### config.mk
export PLATFORM = sky130hd
export DESIGN_NAME = buzzer_pattern_sequencer_top
export DESIGN_NICKNAME = d
export VERILOG_FILES = /design/src/sv/bps_pkg.sv /design/src/sv/bps_regs.sv /design/src/sv/buzzer_pattern_sequencer_top.sv
export SDC_FILE = /design/constraint.sdc
export NUM_CORES = 1
export LEC_CHECK = 0
export BUFFER_PORTS_ARGS = -buffer_cell sky130_fd_sc_hd__buf_2
export CAP_MARGIN = 20
export CORE_ASPECT_RATIO = 1.5
export CORE_UTILIZATION = 43
export DETAILED_ROUTE_END_ITERATION = 12
export SLEW_MARGIN = 20
export SYNTH_ARGS = -nofsm -noshare
export SYNTH_HDL_FRONTEND = slang
export SYNTH_SLANG_ARGS = --single-unit
### constraint.sdc
create_clock -name clk -period 4 [get_ports clk]
set_clock_uncertainty 0.05 [all_clocks]
set_input_delay 0.4 -clock clk [delete_from_list [all_inputs] [get_ports clk]]
set_output_delay 0.4 -clock clk [all_outputs]
set_load 0.005 [all_outputs]
### src/sv/bps_pkg.sv
`default_nettype none
// ----------------------------------------------------------------------------
// bps_pkg
// Shared types and constants of the buzzer pattern sequencer.
// ----------------------------------------------------------------------------
package bps_pkg;

	typedef enum logic [1:0] {
		CMD_TICK  = 2'd0,
		CMD_START = 2'd1,
		CMD_STOP  = 2'd2,
		CMD_PULSE = 2'd3
	} cmd_t;

	typedef enum logic [2:0] {
		REG_VOLUME     = 3'd0,
		REG_PAIR_COUNT = 3'd1,
		REG_DURATION_0 = 3'd2,
		REG_DURATION_1 = 3'd3,
		REG_DURATION_2 = 3'd4,
		REG_DURATION_3 = 3'd5,
		REG_DURATION_4 = 3'd6,
		REG_DURATION_5 = 3'd7
	} reg_idx_t;

	localparam int NUM_DUR_REGS = 6;
	localparam int ADDR_W       = 5;
	localparam int LEVEL_W      = 8;
	localparam int PAIR_W       = 2;
	localparam int DUR_W        = 16;
	localparam int ELAPSED_W    = 17;
	localparam int IDX_W        = 3;

	localparam logic [LEVEL_W-1:0]   VOLUME_RESET = 8'hFF;
	localparam logic [PAIR_W-1:0]    PAIR_RESET   = 2'd1;
	localparam logic [DUR_W-1:0]     DUR_RESET    = 16'd500;
	localparam logic [ELAPSED_W-1:0] ELAPSED_MAX  = 17'h1FFFF;

	typedef struct packed {
		logic [LEVEL_W-1:0] volume;
		logic [IDX_W-1:0]   step_count;
	} cfg_view_t;

	typedef struct packed {
		logic               pulse_running;
		logic               pattern_on;
		logic               pattern_running;
		logic [LEVEL_W-1:0] drive_level;
	} result_t;

endpackage
`default_nettype wire

### src/sv/bps_regs.sv
`default_nettype none
// ----------------------------------------------------------------------------
// bps_regs
// Configuration registers behind the APB port, with step duration lookup.
// ----------------------------------------------------------------------------
module bps_regs #(
	parameter int MAX_STEPS = 6
) (
	input  wire logic                         clk,
	input  wire logic                         arst_n,
	input  wire logic                         psel,
	input  wire logic                         penable,
	input  wire logic                         pwrite,
	input  wire logic [bps_pkg::ADDR_W-1:0]   paddr,
	input  wire logic [31:0]                  pwdata,
	output logic      [31:0]                  prdata,
	input  wire logic [bps_pkg::IDX_W-1:0]    step_idx,
	output bps_pkg::cfg_view_t                cfg,
	output logic      [bps_pkg::DUR_W-1:0]    step_dur
);
	import bps_pkg::*;

	localparam int NumDur  = (MAX_STEPS < NUM_DUR_REGS) ? MAX_STEPS : NUM_DUR_REGS;
	localparam int DurIdxW = (NumDur > 1) ? $clog2(NumDur) : 1;

	logic [LEVEL_W-1:0] volume_q;
	logic [PAIR_W-1:0]  pair_count_q;
	logic [DUR_W-1:0]   dur_q [NumDur];

	reg_idx_t         wr_idx;
	logic             wr_en;
	logic [IDX_W-1:0] dur_sel;
	logic [PAIR_W-1:0] pc_eff;
	logic [IDX_W-1:0] steps_raw;

	assign wr_idx  = reg_idx_t'(paddr[ADDR_W-1:2]);
	assign wr_en   = psel && penable && pwrite;
	assign dur_sel = paddr[ADDR_W-1:2] - IDX_W'(REG_DURATION_0);

	always_ff @(posedge clk or negedge arst_n) begin
		if (!arst_n) begin
			volume_q     <= VOLUME_RESET;
			pair_count_q <= PAIR_RESET;
			for (int i = 0; i < NumDur; i++) begin
				dur_q[i] <= DUR_RESET;
			end
		end else if (wr_en) begin
			unique case (wr_idx)
				REG_VOLUME:     volume_q     <= pwdata[LEVEL_W-1:0];
				REG_PAIR_COUNT: pair_count_q <= pwdata[PAIR_W-1:0];
				default: begin
					if (32'(dur_sel) < NumDur) begin
						dur_q[dur_sel[DurIdxW-1:0]] <= pwdata[DUR_W-1:0];
					end
				end
			endcase
		end
	end

	always_comb begin
		prdata = '0;
		unique case (wr_idx)
			REG_VOLUME:     prdata = 32'(volume_q);
			REG_PAIR_COUNT: prdata = 32'(pair_count_q);
			default: begin
				if (32'(dur_sel) < NumDur) begin
					prdata = 32'(dur_q[dur_sel[DurIdxW-1:0]]);
				end
			end
		endcase
	end

	// zero pairs count as one; cap the step count at MAX_STEPS
	assign pc_eff    = (pair_count_q == '0) ? PAIR_W'(1) : pair_count_q;
	assign steps_raw = {pc_eff, 1'b0};

	always_comb begin
		cfg.volume     = volume_q;
		cfg.step_count = (32'(steps_raw) > MAX_STEPS) ? IDX_W'(MAX_STEPS) : steps_raw;
		if (32'(step_idx) < NumDur) begin
			step_dur = dur_q[step_idx[DurIdxW-1:0]];
		end else if (32'(step_idx) < MAX_STEPS) begin
			step_dur = DUR_RESET;
		end else begin
			step_dur = '0;
		end
	end

endmodule
`default_nettype wire

### src/sv/buzzer_pattern_sequencer_top.sv
`default_nettype none
// ----------------------------------------------------------------------------
// buzzer_pattern_sequencer_top
// Buzzer level sequencer: cyclic on/off pattern plus a one-shot pulse.
// ----------------------------------------------------------------------------
// Each request on the slave stream is one command (tick, start, stop, pulse)
// and yields exactly one result on the master stream, carrying the drive level
// and the three status flags after the command has taken effect. A request is
// registered in the s1 stage register and its result in the output register;
// one request is taken every cycle while the master side does not stall; the state
// update and the output register share a single stall condition, the master
// side being free or emptied in that cycle. Configuration writes go through
// the APB port with pready tied high; a new volume shows only at the next
// level write, while durations and pair count apply from the next tick.
// ----------------------------------------------------------------------------
module buzzer_pattern_sequencer_top #(
	parameter int MAX_STEPS = 6
) (
	input  wire logic                       clk,
	input  wire logic                       arst_n,
	input  wire logic                       psel,
	input  wire logic                       penable,
	input  wire logic                       pwrite,
	input  wire logic [bps_pkg::ADDR_W-1:0] paddr,
	input  wire logic [31:0]                pwdata,
	output logic      [31:0]                prdata,
	output logic                            pready,
	input  wire logic                       s_tvalid,
	output logic                            s_tready,
	input  wire logic [15:0]                s_tdata,  // [15:0] pulse_len
	input  wire logic [1:0]                 s_tuser,  // [1:0] command
	output logic                            m_tvalid,
	input  wire logic                       m_tready,
	output logic      [15:0]                m_tdata   // [7:0] drive_level, [8] pattern_running,
	                                                  // [9] pattern_on, [10] pulse_running
);
	import bps_pkg::*;

	logic             valid_s1;
	cmd_t             cmd_s1;
	logic [DUR_W-1:0] plen_s1;
	result_t          result_s2;
	logic             advance;

	logic                 running_q;
	logic                 phase_on_q;
	logic [IDX_W-1:0]     step_index_q;
	logic [ELAPSED_W-1:0] step_elapsed_q;
	logic                 pulse_q;
	logic [ELAPSED_W-1:0] pulse_elapsed_q;
	logic [DUR_W-1:0]     pulse_limit_q;
	logic [LEVEL_W-1:0]   level_q;

	logic                 running_d;
	logic                 phase_on_d;
	logic [IDX_W-1:0]     step_index_d;
	logic [ELAPSED_W-1:0] step_elapsed_d;
	logic                 pulse_d;
	logic [ELAPSED_W-1:0] pulse_elapsed_d;
	logic [DUR_W-1:0]     pulse_limit_d;
	logic [LEVEL_W-1:0]   level_d;

	logic [ELAPSED_W-1:0] step_inc;
	logic [ELAPSED_W-1:0] pulse_inc;
	logic [IDX_W:0]       next_idx;

	cfg_view_t        cfg;
	logic [DUR_W-1:0] step_dur;

	bps_regs #(
		.MAX_STEPS(MAX_STEPS)
	) u_regs (
		.clk      (clk),
		.arst_n   (arst_n),
		.psel     (psel),
		.penable  (penable),
		.pwrite   (pwrite),
		.paddr    (paddr),
		.pwdata   (pwdata),
		.prdata   (prdata),
		.step_idx (step_index_q),
		.cfg      (cfg),
		.step_dur (step_dur)
	);

	assign pready   = 1'b1;
	assign advance  = valid_s1 && (!m_tvalid || m_tready);
	assign s_tready = !valid_s1 || advance;
	assign m_tdata  = 16'(result_s2);

	always_ff @(posedge clk or negedge arst_n) begin
		if (!arst_n) begin
			valid_s1 <= 1'b0;
		end else if (s_tvalid && s_tready) begin
			valid_s1 <= 1'b1;
		end else if (advance) begin
			valid_s1 <= 1'b0;
		end
	end

	always_ff @(posedge clk) begin
		if (s_tvalid && s_tready) begin
			cmd_s1  <= cmd_t'(s_tuser);
			plen_s1 <= s_tdata;
		end
	end

	assign step_inc  = (step_elapsed_q == ELAPSED_MAX) ? ELAPSED_MAX : step_elapsed_q + 1'b1;
	assign pulse_inc = (pulse_elapsed_q == ELAPSED_MAX) ? ELAPSED_MAX : pulse_elapsed_q + 1'b1;
	assign next_idx  = {1'b0, step_index_q} + 1'b1;

	always_comb begin
		running_d       = running_q;
		phase_on_d      = phase_on_q;
		step_index_d    = step_index_q;
		step_elapsed_d  = step_elapsed_q;
		pulse_d         = pulse_q;
		pulse_elapsed_d = pulse_elapsed_q;
		pulse_limit_d   = pulse_limit_q;
		level_d         = level_q;
		unique case (cmd_s1)
			CMD_TICK: begin
				pulse_elapsed_d = pulse_inc;
				step_elapsed_d  = step_inc;
				if (pulse_q && (pulse_inc > {1'b0, pulse_limit_q})) begin
					pulse_d = 1'b0;
					level_d = '0;
				end
				if (running_q && (step_inc > {1'b0, step_dur})) begin
					step_elapsed_d = '0;
					phase_on_d     = !phase_on_q;
					level_d        = phase_on_q ? '0 : cfg.volume;
					step_index_d   = (next_idx >= {1'b0, cfg.step_count}) ? '0
					                 : next_idx[IDX_W-1:0];
				end
			end
			CMD_START: begin
				if (!running_q) begin
					running_d      = 1'b1;
					step_elapsed_d = '0;
					step_index_d   = '0;
					phase_on_d     = 1'b1;
					level_d        = cfg.volume;
				end
			end
			CMD_STOP: begin
				if (running_q) begin
					running_d      = 1'b0;
					step_elapsed_d = '0;
					step_index_d   = '0;
					phase_on_d     = 1'b0;
					level_d        = '0;
				end
			end
			CMD_PULSE: begin
				pulse_elapsed_d = '0;
				pulse_d         = 1'b1;
				pulse_limit_d   = plen_s1;
				level_d         = cfg.volume;
			end
			default: ;
		endcase
	end

	always_ff @(posedge clk or negedge arst_n) begin
		if (!arst_n) begin
			running_q       <= 1'b0;
			phase_on_q      <= 1'b0;
			step_index_q    <= '0;
			step_elapsed_q  <= '0;
			pulse_q         <= 1'b0;
			pulse_elapsed_q <= '0;
			pulse_limit_q   <= '0;
			level_q         <= '0;
		end else if (advance) begin
			running_q       <= running_d;
			phase_on_q      <= phase_on_d;
			step_index_q    <= step_index_d;
			step_elapsed_q  <= step_elapsed_d;
			pulse_q         <= pulse_d;
			pulse_elapsed_q <= pulse_elapsed_d;
			pulse_limit_q   <= pulse_limit_d;
			level_q         <= level_d;
		end
	end

	always_ff @(posedge clk or negedge arst_n) begin
		if (!arst_n) begin
			m_tvalid <= 1'b0;
		end else if (advance) begin
			m_tvalid <= 1'b1;
		end else if (m_tready) begin
			m_tvalid <= 1'b0;
		end
	end

	always_ff @(posedge clk) begin
		if (advance) begin
			result_s2.drive_level     <= level_d;
			result_s2.pattern_running <= running_d;
			result_s2.pattern_on      <= phase_on_d;
			result_s2.pulse_running   <= pulse_d;
		end
	end

`ifndef ASSERT_OFF
	a_phase_needs_run: assert property (@(posedge clk) disable iff (!arst_n)
		phase_on_q |-> running_q)
		else $error("on phase without a running pattern");

	a_idle_index_zero: assert property (@(posedge clk) disable iff (!arst_n)
		!running_q |-> (step_index_q == '0))
		else $error("step index not cleared while stopped");

	a_index_in_table: assert property (@(posedge clk) disable iff (!arst_n)
		32'(step_index_q) < MAX_STEPS)
		else $error("step index beyond table");

	a_result_follows: assert property (@(posedge clk) disable iff (!arst_n)
		advance |=> m_tvalid)
		else $error("request advanced without a result");
`endif

endmodule
`default_nettype wire
* Word-level counts from Yosys, hierarchy flattened *
Cells that the tools add are included.

word-level totals
  word-level logic and storage cells = 119
  input port bits = 62
  flip-flop bits (word level) = 201
  output and inout bits = 51

operators by class
  order comparisons = 9
  muxes and demuxes = 43
  equal/unequal tests = 9
  bitwise operators = 3
  reduce and logical (&&, ||, !) cells = 27
  add/subtract/negate cells = 4

operator list
  kind                                                              count
  16-bit two-way mux                                                7
  16-bit binary-select mux with 3-bit select                        2
  96-bit bitwise mux                                                1
  17-bit two-way mux                                                5
  32-bit one-hot mux with 2 select lines                            1
  17-bit one-hot mux with 3 select lines                            1
  16-bit demux with 3-bit select                                    1
  8-bit two-way mux                                                 5
  17-bit by 1-bit adder with 17-bit output (second input constant)  2
  17-bit == test (second input constant)                            2
  17-bit by 16-bit > comparator with 1-bit output                   2
  17-bit one-hot mux with 2 select lines                            1
  8-bit one-hot mux with 4 select lines                             1
  3-bit two-way mux                                                 5
  3-bit one-hot mux with 3 select lines                             1
  4-bit greater-or-equal comparator (second input constant)         2
  1-bit two-way mux                                                 8
  3-bit NOT with 4-bit output                                       2
  2-bit AND reduction                                               4
  1-bit logical AND                                                 7
  3-bit less-than comparator (second input constant)                2
  2-bit inequality test (second input constant)                     3
  2-bit nonzero test                                                3
  5-bit AND reduction                                               1
  20 further kinds                                                  26

* Depth between registers and ports, before layout *
  depth in word-level cells = 9
  mapped depth = 17
  depth with buffers taken out = 15

* Modules after synthesis *
A second synthesis with hierarchy kept.

second synthesis, totals
  cells, all modules = 1,001
  area, all modules = 11,939.0 um2

modules (own cells, without submodules)
  module                        area each (um2)  instances  cells each
  bps_regs                      6,145.9          1          417
  buzzer_pattern_sequencer_top  5,793.1          1          584

* Worst setup path after synthesis *
OpenSTA, ideal clock, no wires.

  kind = reg2reg
  from = register step_index_q[0]
  to = register result_s2 (netlist bit m_tdata[2]), data pin
  path slack = 69 ps
  data arrival time = 3,613 ps
  cell stages (with the launch flop) = 14
  library setup time = 267 ps
  path through = dfrtp_1 clkbuf_1 buf_1 mux4_2 a22oi_1 ha_1 a21oi_1 o21ai_0 a221oi_1 a31oi_1 o21ai_2 a2bb2oi_1 buf_2 o21ai_0

on the way
  cells in the longest elaborated chain, start to end = 9

RTL lines
  element                                                line                                 RTL
  start: declaration                                     buzzer_pattern_sequencer_top.sv:47   logic [IDX_W-1:0] step_index_q;
  start signal: assignment                               buzzer_pattern_sequencer_top.sv:178  step_index_q <= step_index_d;
  3-bit NOT with 4-bit output (not written as such)      bps_regs.sv:81                       step_dur = dur_q[step_idx[DurIdxW-1:0]];
  16-bit binary-select mux with 3-bit select             bps_regs.sv:81
  16-bit two-way mux (not written as such) (2 in a row)  bps_regs.sv:81
  16-bit two-way mux *                                   bps_regs.sv:80                       if (32'(step_idx) < NumDur) begin
  17-bit by 16-bit > comparator with 1-bit output *      buzzer_pattern_sequencer_top.sv:129  if (running_q && (step_inc > {1'b0, step_dur})) begin
  1-bit logical AND *                                    buzzer_pattern_sequencer_top.sv:129
  8-bit two-way mux *                                    buzzer_pattern_sequencer_top.sv:129
  8-bit one-hot mux with 4 select lines *                buzzer_pattern_sequencer_top.sv:121  unique case (cmd_s1)
  net level_d[2]                                         buzzer_pattern_sequencer_top.sv:61   logic [LEVEL_W-1:0] level_d;
  end: declaration                                       buzzer_pattern_sequencer_top.sv:42   result_t result_s2;

Mark *: on every way through the listed nets, which the timed path passes. The rest lies on a longest branch. The select of a mux whose other input is x is not followed.
A chain may end at the register's enable or synchronous reset.

* Worst setup path in the final report *
  from = register pulse_elapsed_q[1]
  to = register result_s2 (netlist bit m_tdata[6]), data pin

on the way
  cells in the longest elaborated chain, start to end = 7

RTL lines
  element                                                                            line                                 RTL
  start: declaration                                                                 buzzer_pattern_sequencer_top.sv:50   logic [ELAPSED_W-1:0] pulse_elapsed_q;
  start signal: assignment                                                           buzzer_pattern_sequencer_top.sv:181  pulse_elapsed_q <= pulse_elapsed_d;
  17-bit by 1-bit adder with 17-bit output / 17-bit == test (equally long branches)  buzzer_pattern_sequencer_top.sv:109  assign pulse_inc = (pulse_elapsed_q == ELAPSED_MAX) ? ELAPSED_MAX : pulse_elapsed_q + 1'b1;
  17-bit two-way mux *                                                               buzzer_pattern_sequencer_top.sv:109
  17-bit by 16-bit > comparator with 1-bit output *                                  buzzer_pattern_sequencer_top.sv:125  if (pulse_q && (pulse_inc > {1'b0, pulse_limit_q})) begin
  1-bit logical AND *                                                                buzzer_pattern_sequencer_top.sv:125
  8-bit two-way mux *                                                                buzzer_pattern_sequencer_top.sv:125
  8-bit two-way mux *                                                                buzzer_pattern_sequencer_top.sv:129
  8-bit one-hot mux with 4 select lines *                                            buzzer_pattern_sequencer_top.sv:121
  net level_d[6]                                                                     buzzer_pattern_sequencer_top.sv:61

Mark *: on every way through the listed nets, which the timed path passes. The rest lies on a longest branch.

==> run summary <==
Area occupied by multi-input gates: 5660 sq um
Post-layout min period: 3.79 ns
Chip height: 201 um
# DRC: 0
Final core utilization: 50.6%
Pwr dens: 468 nW/um^2
Gpl congestion: 0.767
RSZ-0062 raised after global routing: true
Most common cell in the netlist: mux2_2
DP Worst Slack: -0.189 ns
CTS root buf: clkbuf_16
Sinks on Clock Net: 201
Vias post-DR: 7922
Post-synth top area share: 28.0%
DRT Wirelength: 27000 um
GR Overflow Total: 0
Clock Latency Late Sink: 0.51 ns
CP arrival: 3.97 ns
Total number of yosys warnings: 0
Status: finished clean
Reg clk slew, reported paths: 0.06 ns
First-pass GRT wire length: 43500 um
Async SR Flop Fraction: 85.6%
Area of the die: 27000 sq um
Filler cell count: 2294
CTS max path bufs: 3
Yosys cell types: 71
Hold Path Stages: 1
Worst Path Max Fanout: 11
Cell taking the most area after synthesis: dfrtp_1
Crit. End Element: register
Leak: 5.88 nW
P&R area growth vs syn: 15.5%
Nets: 1173
Setup violations, final: 0
Max Slew Vio Count: 0
Core area: 25900 sq um
Die W: 135 um
Vias per cell: 5.60
#FFs+latches synth: 201
Number of placed I/O pins: 113
Rows: 72
Mean Syn Cell Area: 11.9 sq um
WP data required: 4.18 ns
Hold Crit Class: input pin to register
Largest net degree at the start of global routing: 73
R2R cell count: 17
Initial Util: 43.8%
Max-cap viol count: 0
Leading post-synthesis cells by cell area: dfrtp_1 (28%), mux2_2 (14%), dfstp_2 (10%)
WL/cell: 19.1 um
Crit path top cell by count: buf_4
Max VDD drop: 0.000335 V
CP peak stage delay: 0.39 ns
CTS tree: yes
Number of global-route vias before repair: 8130
Critical-path cell list: ha_1 > nand3_1 > nor2_1 > and4_1 > nand4_1 > buf_4 > o21ai_0 > ha_1 > nand4_1 > a211oi_2 > o41ai_1 > buf_4 > a211oi_2 > o41ai_4 > buf_4 > a32oi_2 > o21ai_0
Fmax achieved: 0.264 GHz
Final hold violation count: 0
N_diodes: 0
Share of cells above drive strength 1: 37.8%
Type of origin of the critical path: register
Final cycle utilization of the critical path: 94.7%
Ys flop type: dfrtp_1
I/O Buffers: 72
Cells after synthesis: 955
H-Tree Depth: 1
Setup Fix Bufs, Post-CTS: 0
Post-synth EDFFs: 29
CTS Buf Count: 22
Pre-Repair DR Iteration Count: 6
Slowest-stage cell, CP: dfrtp_1
Final ANT Viol Nets: 0
DPL Wire Length: 18600 um
Worst Max-Slew Pin Slew: 0.867 ns
Register area: 5230 sq um
Seq/Total Area, Yosys: 46.2%
Kind of critical path: register to register
Initial antenna violation count: 0
Initial DRC count: 319
Rel. slew slack: 42.2%
Total Routing Usage GR: 20.4%
Synth cell count leaders: mux2_2 (137), dfrtp_1 (127), nand2_1 (75)
Mapped Area: 11300 sq um
Worst Setup Slack, final: 0.211 ns
Total negative setup slack: 0 ns
[worst paths after layout]
kind / endpoint / slack, ns / from
setup / recovery: m_tdata[6] / 0.21 / pulse_elapsed_q[1]
max in group asynchronous: u_regs.dur_q[5] / 2.52 / arst_n
hold / removal: plen_s1[15] / 0.02 / s_tdata[15]
min in group asynchronous: pulse_limit_q[13] / 0.44 / arst_n
setup reg to reg: m_tdata[6] / 0.21 / pulse_elapsed_q[1]
hold reg to reg: pulse_limit_q[4] / 0.43 / plen_s1[4]
[metrics by stage]
| stage | instance area (sq um) | cells | power (mW) | hold slack (ns) |
|---|---|---|---|---|
| 2_1_floorplan | 11400 | 975 | 3.65 | 0.0544 |
| 3_3_place_gp | 12400 | 1374 | 4.14 | 0.414 |
| 3_5_place_dp | 12400 | 1374 | 4.19 | 0.416 |
| 4_1_cts | 13100 | 1415 | 6.18 | 0.00178 |
| 5_1_grt | 13100 | 1415 | 6.48 | 0.0101 |
| 6_report | 13100 | 1415 | 6.13 | 0.0226 |
[critical path, delay by kind of cell, from the launching register on]
| kind | cells | cell delay [ns] |
|---|---|---|
| fa+ha+maj | 2 | 0.52 |
| simple gates | 5 | 0.71 |
| compound gates | 7 | 1.34 |
| flops | 1 | 0.39 |
| buf+inv | 3 | 0.50 |
[cell type report]
type | count | share of cell area, %
timing repair buffer | 142 | 7.22
multi-input combinational | 659 | 43.3
sequential | 201 | 40.0
clock buffer | 35 | 4.97
clock inverter | 5 | 0.239
inverter | 40 | 1.15
tap | 333 | 3.18
[sequential cells by signal (all words and copies together), names as in the netlist]
signal and cells:
step_elapsed_q 17, cmd_s1 2, pulse_q 1, u_regs.pair_count_q 2
plen_s1 16, pulse_limit_q 16, m_tvalid 1, step_index_q 3
phase_on_q 1, u_regs.dur_q 96, u_regs.volume_q 8, running_q 1
level_q 8, valid_s1 1, pulse_elapsed_q 17, m_tdata 11
[kinds of logic after synthesis]
logic type / Yosys count / synth area share [%]
xor+xnor: 25 / 1.93
compound gates: 184 / 11.7
buf+inv: 115 / 4.91
simple gates: 198 / 8.65
flops: 201 / 46.2
other cells: 2 / 0.0663
fa+ha+maj: 45 / 4.97
mux: 185 / 21.6
[power breakdown]
part	switching [mW]	total (mW)	internal [mW]
Sequential	0.242	2.72	2.48
Clock	0.840	1.96	1.12
Combinational	0.706	1.45	0.740
[per-layer routing]
metal | global-route usage [%] | routed length (um)
met5 | 0 | 0
met4 | 6.86 | 744
met1 | 24.5 | 11000
met3 | 2.85 | 965
met2 | 37.0 | 14300
[layout by cell type, fill, tap and decap left out, types with 10 or more instances in the layout]
cell type    n
xnor2_1     10
mux2_2     137
nor2_1      36
ha_1        45
dfstp_2     45
mux2_1      13
o21ai_0     28
clkbuf_16   23
buf_2       71
a21oi_1     36
nand2_1     74
buf_4       65
conb_1      22
edfxtp_1    29
a22o_1      23
xor2_1      15
inv_1       39
dfrtp_1    126
mux4_2      32
a22oi_1     32
nand3_1     19
[what timing repair did]
action / CTS / global route
gates resized for setup: 3 / 6
hold endpoints to repair: 49 / 0
hold buffers: 1 / 0
pin swaps: 0 / 3
endpoints found under the setup margin: 13 / 21
No activity file was read; power rests on OpenSTA's default activity.
